--- src/hw/rtl/knn_patch_block_matcher_unit_macros.svh ---
// assertion macros for the rtl files, included by kpm_ctrl
`ifndef KNN_PATCH_BLOCK_MATCHER_UNIT_MACROS_SVH
`define KNN_PATCH_BLOCK_MATCHER_UNIT_MACROS_SVH

// property checked on every rising clock edge outside reset
`define KPM_ASSERT(label, prop, msg) \
    label: assert property (@(posedge i_clk) disable iff (!i_rst_n) (prop)) else $error(msg);

// implication checked on every rising clock edge outside reset
`define KPM_ASSERT_IMP(label, ante, cons, msg) \
    label: assert property (@(posedge i_clk) disable iff (!i_rst_n) (ante) |-> (cons)) \
        else $error(msg);

`endif

--- src/hw/rtl/kpm_pkg.sv ---
// ----------------------------------------------------------------------------
// kpm_pkg
// types and constants shared by the patch matcher files
// ----------------------------------------------------------------------------
package kpm_pkg;
    localparam int DEF_MAX_WIDTH = 256;
    localparam int DEF_MAX_HEIGHT = 256;
    localparam int DEF_MAX_BLOCK = 16;
    localparam int DEF_MAX_CAND = 16;

    localparam int CFG_W = 9;
    localparam int DIST_W = 24;
    localparam int PADDR_W = 5;

    localparam logic [2:0] REG_WIDTH = 3'd0;
    localparam logic [2:0] REG_HEIGHT = 3'd1;
    localparam logic [2:0] REG_BLOCK = 3'd2;
    localparam logic [2:0] REG_CAND = 3'd3;
    localparam logic [2:0] REG_RADIUS = 3'd4;

    localparam logic FUNC_WRITE = 1'b0;
    localparam logic FUNC_QUERY = 1'b1;

    typedef struct packed {
        logic clear;
        logic load_win;
        logic first_pix;
        logic step_pix;
        logic acc_en;
        logic ins_check;
        logic ins_step;
        logic next_cand;
        logic out_load;
        logic out_next;
    } t_cmd;

    typedef struct packed {
        logic valid_ref;
        logic win_empty;
        logic pix_last;
        logic cand_last;
        logic ins_done;
        logic ins_skip;
        logic out_last;
    } t_sts;
endpackage

--- src/hw/rtl/kpm_ctrl.sv ---
// ----------------------------------------------------------------------------
// kpm_ctrl
// sequencer for pixel writes, the window search and result delivery
// ----------------------------------------------------------------------------
`include "knn_patch_block_matcher_unit_macros.svh"
module kpm_ctrl (
    input  logic           i_clk,
    input  logic           i_rst_n,
    input  logic           i_valid,
    output logic           o_stall,
    input  logic           i_func,
    output logic           o_wr_en,
    output logic           o_valid,
    input  logic           i_stall,
    output kpm_pkg::t_cmd  o_cmd,
    input  kpm_pkg::t_sts  i_sts
);
    import kpm_pkg::*;

    localparam logic [2:0] ST_IDLE = 3'd0;
    localparam logic [2:0] ST_FETCH = 3'd1;
    localparam logic [2:0] ST_ACC = 3'd2;
    localparam logic [2:0] ST_DRAIN = 3'd3;
    localparam logic [2:0] ST_INS = 3'd4;
    localparam logic [2:0] ST_OUT = 3'd5;
    localparam logic [2:0] ST_LAST = 3'd6;

    logic [2:0] r_state, n_state;
    logic accept;

    assign o_stall = (r_state != ST_IDLE);
    assign accept = i_valid && !o_stall;
    assign o_wr_en = accept && (i_func == FUNC_WRITE);
    assign o_valid = (r_state == ST_OUT);

    always_comb begin
        n_state = r_state;
        o_cmd = '0;
        case (r_state)
            ST_IDLE: begin
                if (accept && i_func == FUNC_QUERY) begin
                    o_cmd.clear = 1'b1;
                    o_cmd.load_win = 1'b1;
                    o_cmd.out_load = 1'b1;
                    if (i_sts.valid_ref && !i_sts.win_empty) begin
                        n_state = ST_FETCH;
                    end else begin
                        n_state = ST_OUT;
                    end
                end
            end
            ST_FETCH: begin
                o_cmd.step_pix = 1'b1;
                n_state = i_sts.pix_last ? ST_LAST : ST_ACC;
            end
            ST_ACC: begin
                o_cmd.step_pix = 1'b1;
                o_cmd.acc_en = 1'b1;
                if (i_sts.pix_last) begin
                    n_state = ST_LAST;
                end
            end
            ST_LAST: begin
                o_cmd.acc_en = 1'b1;
                n_state = ST_DRAIN;
            end
            ST_DRAIN: begin
                if (i_sts.ins_skip) begin
                    o_cmd.next_cand = 1'b1;
                    o_cmd.first_pix = 1'b1;
                    n_state = i_sts.cand_last ? ST_OUT : ST_FETCH;
                end else begin
                    o_cmd.ins_check = 1'b1;
                    n_state = ST_INS;
                end
            end
            ST_INS: begin
                o_cmd.ins_step = 1'b1;
                if (i_sts.ins_done) begin
                    o_cmd.next_cand = 1'b1;
                    o_cmd.first_pix = 1'b1;
                    n_state = i_sts.cand_last ? ST_OUT : ST_FETCH;
                end
            end
            ST_OUT: begin
                if (!i_stall) begin
                    o_cmd.out_next = 1'b1;
                    if (i_sts.out_last) begin
                        n_state = ST_IDLE;
                    end
                end
            end
            default: n_state = ST_IDLE;
        endcase
    end

    always_ff @(posedge i_clk) begin
        if (!i_rst_n) begin
            r_state <= ST_IDLE;
        end else begin
            r_state <= n_state;
        end
    end

    `KPM_ASSERT_IMP(a_out_only_busy, o_valid, o_stall, "result shown while idle")
    `KPM_ASSERT_IMP(a_query_leaves_idle, accept && i_func == FUNC_QUERY,
        ##1 r_state != ST_IDLE, "query did not start")
    `KPM_ASSERT_IMP(a_write_stays_idle, o_wr_en, ##1 r_state == ST_IDLE, "write left idle")
endmodule
--- config.mk ---
export PLATFORM = sky130hd
export DESIGN_NAME = kpm_ctrl
export DESIGN_NICKNAME = d
export VERILOG_FILES = /design/src/hw/rtl/kpm_pkg.sv /design/src/hw/rtl/kpm_ctrl.sv
export VERILOG_INCLUDE_DIRS = /design/src /design/src/hw/rtl
export SDC_FILE = /design/constraint.sdc
export NUM_CORES = 1
export LEC_CHECK = 0
export CAP_MARGIN = 0
export CORE_AREA = 2 2 39 41
export DETAILED_ROUTE_END_ITERATION = 16
export DIE_AREA = 0 0 41 43
export DONT_BUFFER_PORTS = 1
export GPL_TIMING_DRIVEN = 0
export PLACE_DENSITY = 0.42
export SYNTH_ARGS = -nofsm -noshare
export SYNTH_HDL_FRONTEND = slang
export SYNTH_SLANG_ARGS = --single-unit
--- constraint.sdc ---
create_clock -name i_clk -period 1.47 [get_ports i_clk]
set_input_delay 0.147 -clock i_clk [delete_from_list [all_inputs] [get_ports i_clk]]
set_output_delay 0.147 -clock i_clk [all_outputs]
set_load 0.005 [all_outputs]
## After elaboration in Yosys (flattened, before gate mapping)

Index checks and enable logic that the tools add are counted.

| storage, ports and cells | value |
|---|---|
| register bits | 3 |
| input bits | 12 |
| output and inout bits | 13 |
| logic and storage cells | 48 |

| cells by class | value |
|---|---|
| equality and inequality tests | 11 |
| multiplexer cells | 24 |
| bitwise operators | 1 |
| reduce and logical (&&, ||, !) cells | 11 |

Operator list:

| kind | number |
|---|---|
| two-way mux 3 bit | 9 |
| one-hot mux 3 bit (7 select lines) | 1 |
| two-way mux 1 bit | 11 |
| == test 3 bit (second input constant) | 3 |
| != test 2 bit (second input constant) | 4 |
| == test 3 x 2 -> 1 bit (second input constant) | 2 |
| AND reduction 5 bit | 1 |
| logical AND 1 bit | 4 |
| two-way mux 2 bit | 2 |
| OR reduction 2 bit | 2 |
| == test 3 x 1 -> 1 bit (second input constant) | 1 |
| logical NOT 3 bit | 1 |
| nonzero test 3 bit | 1 |
| logical NOT 1 bit | 2 |
| != test 2 x 1 -> 1 bit (second input constant) | 1 |
| one-hot mux 1 bit (2 select lines) | 1 |
| NOT 1 bit | 1 |

## Logic depth before layout (Yosys ltp)

| logic depth | value |
|---|---|
| depth after elaboration | 6 |
| mapped depth | 6 |
| mapped depth without buffers | 4 |

## Worst setup path before layout

No wires, ideal clock.

| timing | value |
|---|---|
| kind | reg-to-output |
| start point | reg r_state[1] |
| end point | out o_cmd[8] (netlist name) |
| arrival | 1.051 ns |
| data required time | 1.323 ns |
| path slack | 0.272 ns |
| stages on the path, launching flop included | 4 |
| buffers on the path | 1 |
| cells stage by stage | dfxtp_1 -> or3_4 -> nor2_1 -> buf_4 |

RTL lines:

| item | line | RTL |
|---|---|---|
| start, declared | kpm_ctrl.sv:28 | `logic [2:0] r_state, n_state;` |
| start signal, assigned | kpm_ctrl.sv:101 | `r_state <= n_state;` |
| end, declared | kpm_ctrl.sv:15 | `output kpm_pkg::t_cmd o_cmd,` |

==> impl_metrics.toml <==
[run_status]
status = "finished, final reports clean"

[die]
core_sq_um = 1380
initial_core_util = 0.258
rows = 14
ios = 25
dieWidth_um = 41
dieArea_sq_um = 1760
die_y_um = 43

[power_and_ir_drop]
pwr-share-comb = 0.632
seqPwrFrac = 0.178
pwr_density_cell_nw_per_um2 = 1800
switchingPower_uw = 322
clock_power_share = 0.191
leakagePower_nw = 0.183
p_int_uw = 441
swShare = 0.422
ir_drop_mv = 0.552

[layout]
syn2layout_area_growth_pct = 18.6
drive_gt1_frac = 0.365
num-fill-cells = 162
fin_area_sq_um = 423
stdcell_count = 68
largest_reg_flops = 3
regMostFlops = "r_state"
antenna_cells = 0
reg_top3 = "r_state (3)"
nets = 65

[hold_path]
min_path_cells = 2
hold_class = "in2reg"

[drt]
dr.pass1.iters = 4
avgViaCountPerCell = 4.91
wl_per_cell_um = 12.3
vias = 334
ant_nets = 0
initialDrtViolationCount = 3
drc = 0
postRouteWirelength_um = 837

[clock_network]
cts_root_buf = "clkbuf_4"
cts_buffers = 3
post-cts-setup-buffers = 0
cts.htree.levels = 1
cts_tree = "yes"
clkSinkCount = 3
clock_path_buffers = 2
clkTransAtPathRegs_ns = 0.04
clk_latency_ns = 0.23

[yosys]
netlist_area_sq_um = 357
synth_cell_types = 29
synth_area_leader_cell = "dfxtp_1"
yosys_warnings = 0
synthTopCellsByArea = "dfxtp_1 17%, buf_4 8.4%, nand2_1 5.3%"
yosysSeqAreaShare = 0.168
synth_fp_nets = 60
syn_area_per_cell_sq_um = 7.43
yosys.area.top_type_share = 0.168
syn-instance-count = 48
synth_seq_cells = 3

[timing]
slew_viol_final = 0
relSlewSlack = 0.815
finalHoldViolCount = 0
tns_ns = 0
clock_skew_ns = 0.00267
period_needed_ns = 1.39
max_freq_mhz = 720
setup_violations = 0
worstMarginPinSlew_ns = 0.272
hold_slack_ns = 0.0470
rsz0062_at_grt = "false"
fin_crit_sh = 0.945

[place]
placed_cell_area_sq_um = 377
dp.cells = 64
gp_congestion = 0.700
port_buffers = 0
dp_hpwl_um = 608

[worst_setup_path]
r2r_cells = 3
critPathLaunchType = "flop"
crit_fanout = 10
criticalPathCategory = "reg2out"
cp.required_ns = 1.32
worstSetupEndpointType = "primary output"
worst_ep_arrival_time_ns = 1.24

[grt]
grt_usage = 0.107
grt_max_degree = 11
grt_pass1_wl_um = 1230
grt_pass1_vias = 303
antenna_found_initial = 0
overflow = 0

[job]
drv_cap = 0
[critical path: stages (launching register included)]
cell and delay, ns:
dfxtp_2 0.33, buf_6 0.15, nor2_4 0.11, and2_4 0.16
nand2_1 0.05, nand2_1 0.09, buf_4 0.12
[kinds of logic (layout without fill, tap and decap cells)]
kind of cell / after synthesis / in the layout / share of synthesized area
and+or+nand+nor: 24 / 24 / 0.414
AOI/OAI and AO/OA: 10 / 10 / 0.221
buffers and inverters: 10 / 14 / 0.172
DFF: 3 / 3 / 0.168
xor gates and xnor gates: 1 / 1 / 0.0246
[cell type report]
type | instances | area [sq um] | area share
buffer | 6 | 50.0 | 0.118
multi-input combinational | 35 | 250 | 0.592
sequential | 3 | 61.3 | 0.145
tap | 16 | 20.0 | 0.0473
clock buffer | 4 | 26.3 | 0.0621
inverter | 4 | 15.0 | 0.0355
[synth_stat cells (all sizes together)]
master	n
nor3	1
nand2	5
a31oi	1
or3	1
a21oi	2
dfxtp	3
and2b	1
buf	6
nand3	2
nor3b	2
and2	1
inv	4
nand2b	3
and4b	1
o21a	1
nor2b	1
o2bb2ai	1
xnor2	1
nor2	4
nand3b	1
o311ai	1
o21ai	4
nand4b	1
[path summary, 6_finish.rpt]
check                                start    endpoint  slack, ns
worst max-delay path            r_state[0]    o_cmd[7]       0.08
worst min-delay path               i_rst_n  r_state[0]       0.05
worst max register to register  r_state[0]  r_state[2]       0.37
worst min register to register  r_state[0]  r_state[2]       0.69
[cells in the final DEF (no fill, tap or decap), types with 2 or more instances in the layout]
master    Yosys  layout
nand2_1       5       5
inv_1         4       4
nand2b_1      3       3
buf_4         4       3
clkbuf_4      0       3
buf_6         1       2
nor2_4        0       2
nor2_1        3       2
nand3_1       2       2
a21oi_2       2       2
o21ai_1       2       2
dfxtp_1       3       2
[power groups by stage]
stage	Sequential [mW]	Clock (mW)	Combinational, mW
floorplan	0.127	0	0.384
global placement	0.134	0	0.450
detailed placement	0.132	0	0.441
CTS	0.136	0.155	0.455
global route	0.138	0.165	0.540
finish	0.136	0.146	0.482
[routing by layer]
metal  track usage  vias to the layer above  share of wire
met5             0                        -              0
met3        0.0471                        0          0.066
met2         0.138                       15           0.48
li1              -                      169              -
met1         0.125                      150           0.45
met4         0.100                        0              0
[metrics by stage]
step	total power, mW	worst slack, ns	utilization
2_1_floorplan	0.511	0.272	-
3_5_place_dp	0.574	0.210	0.272
6_report	0.763	0.0814	0.306
5_1_grt	0.844	0.00896	0.306
3_3_place_gp	0.584	0.180	0.272
4_1_cts	0.746	0.000712	0.297
[what timing repair did]
action / 4_1_cts / 5_1_grt
hold buffers: 0 / 0
pin swaps: 0 / 1
endpoints found under the setup margin: 3 / 3
resized for setup: 3 / 3
Note: power is estimated with default switching activity, not from simulation.
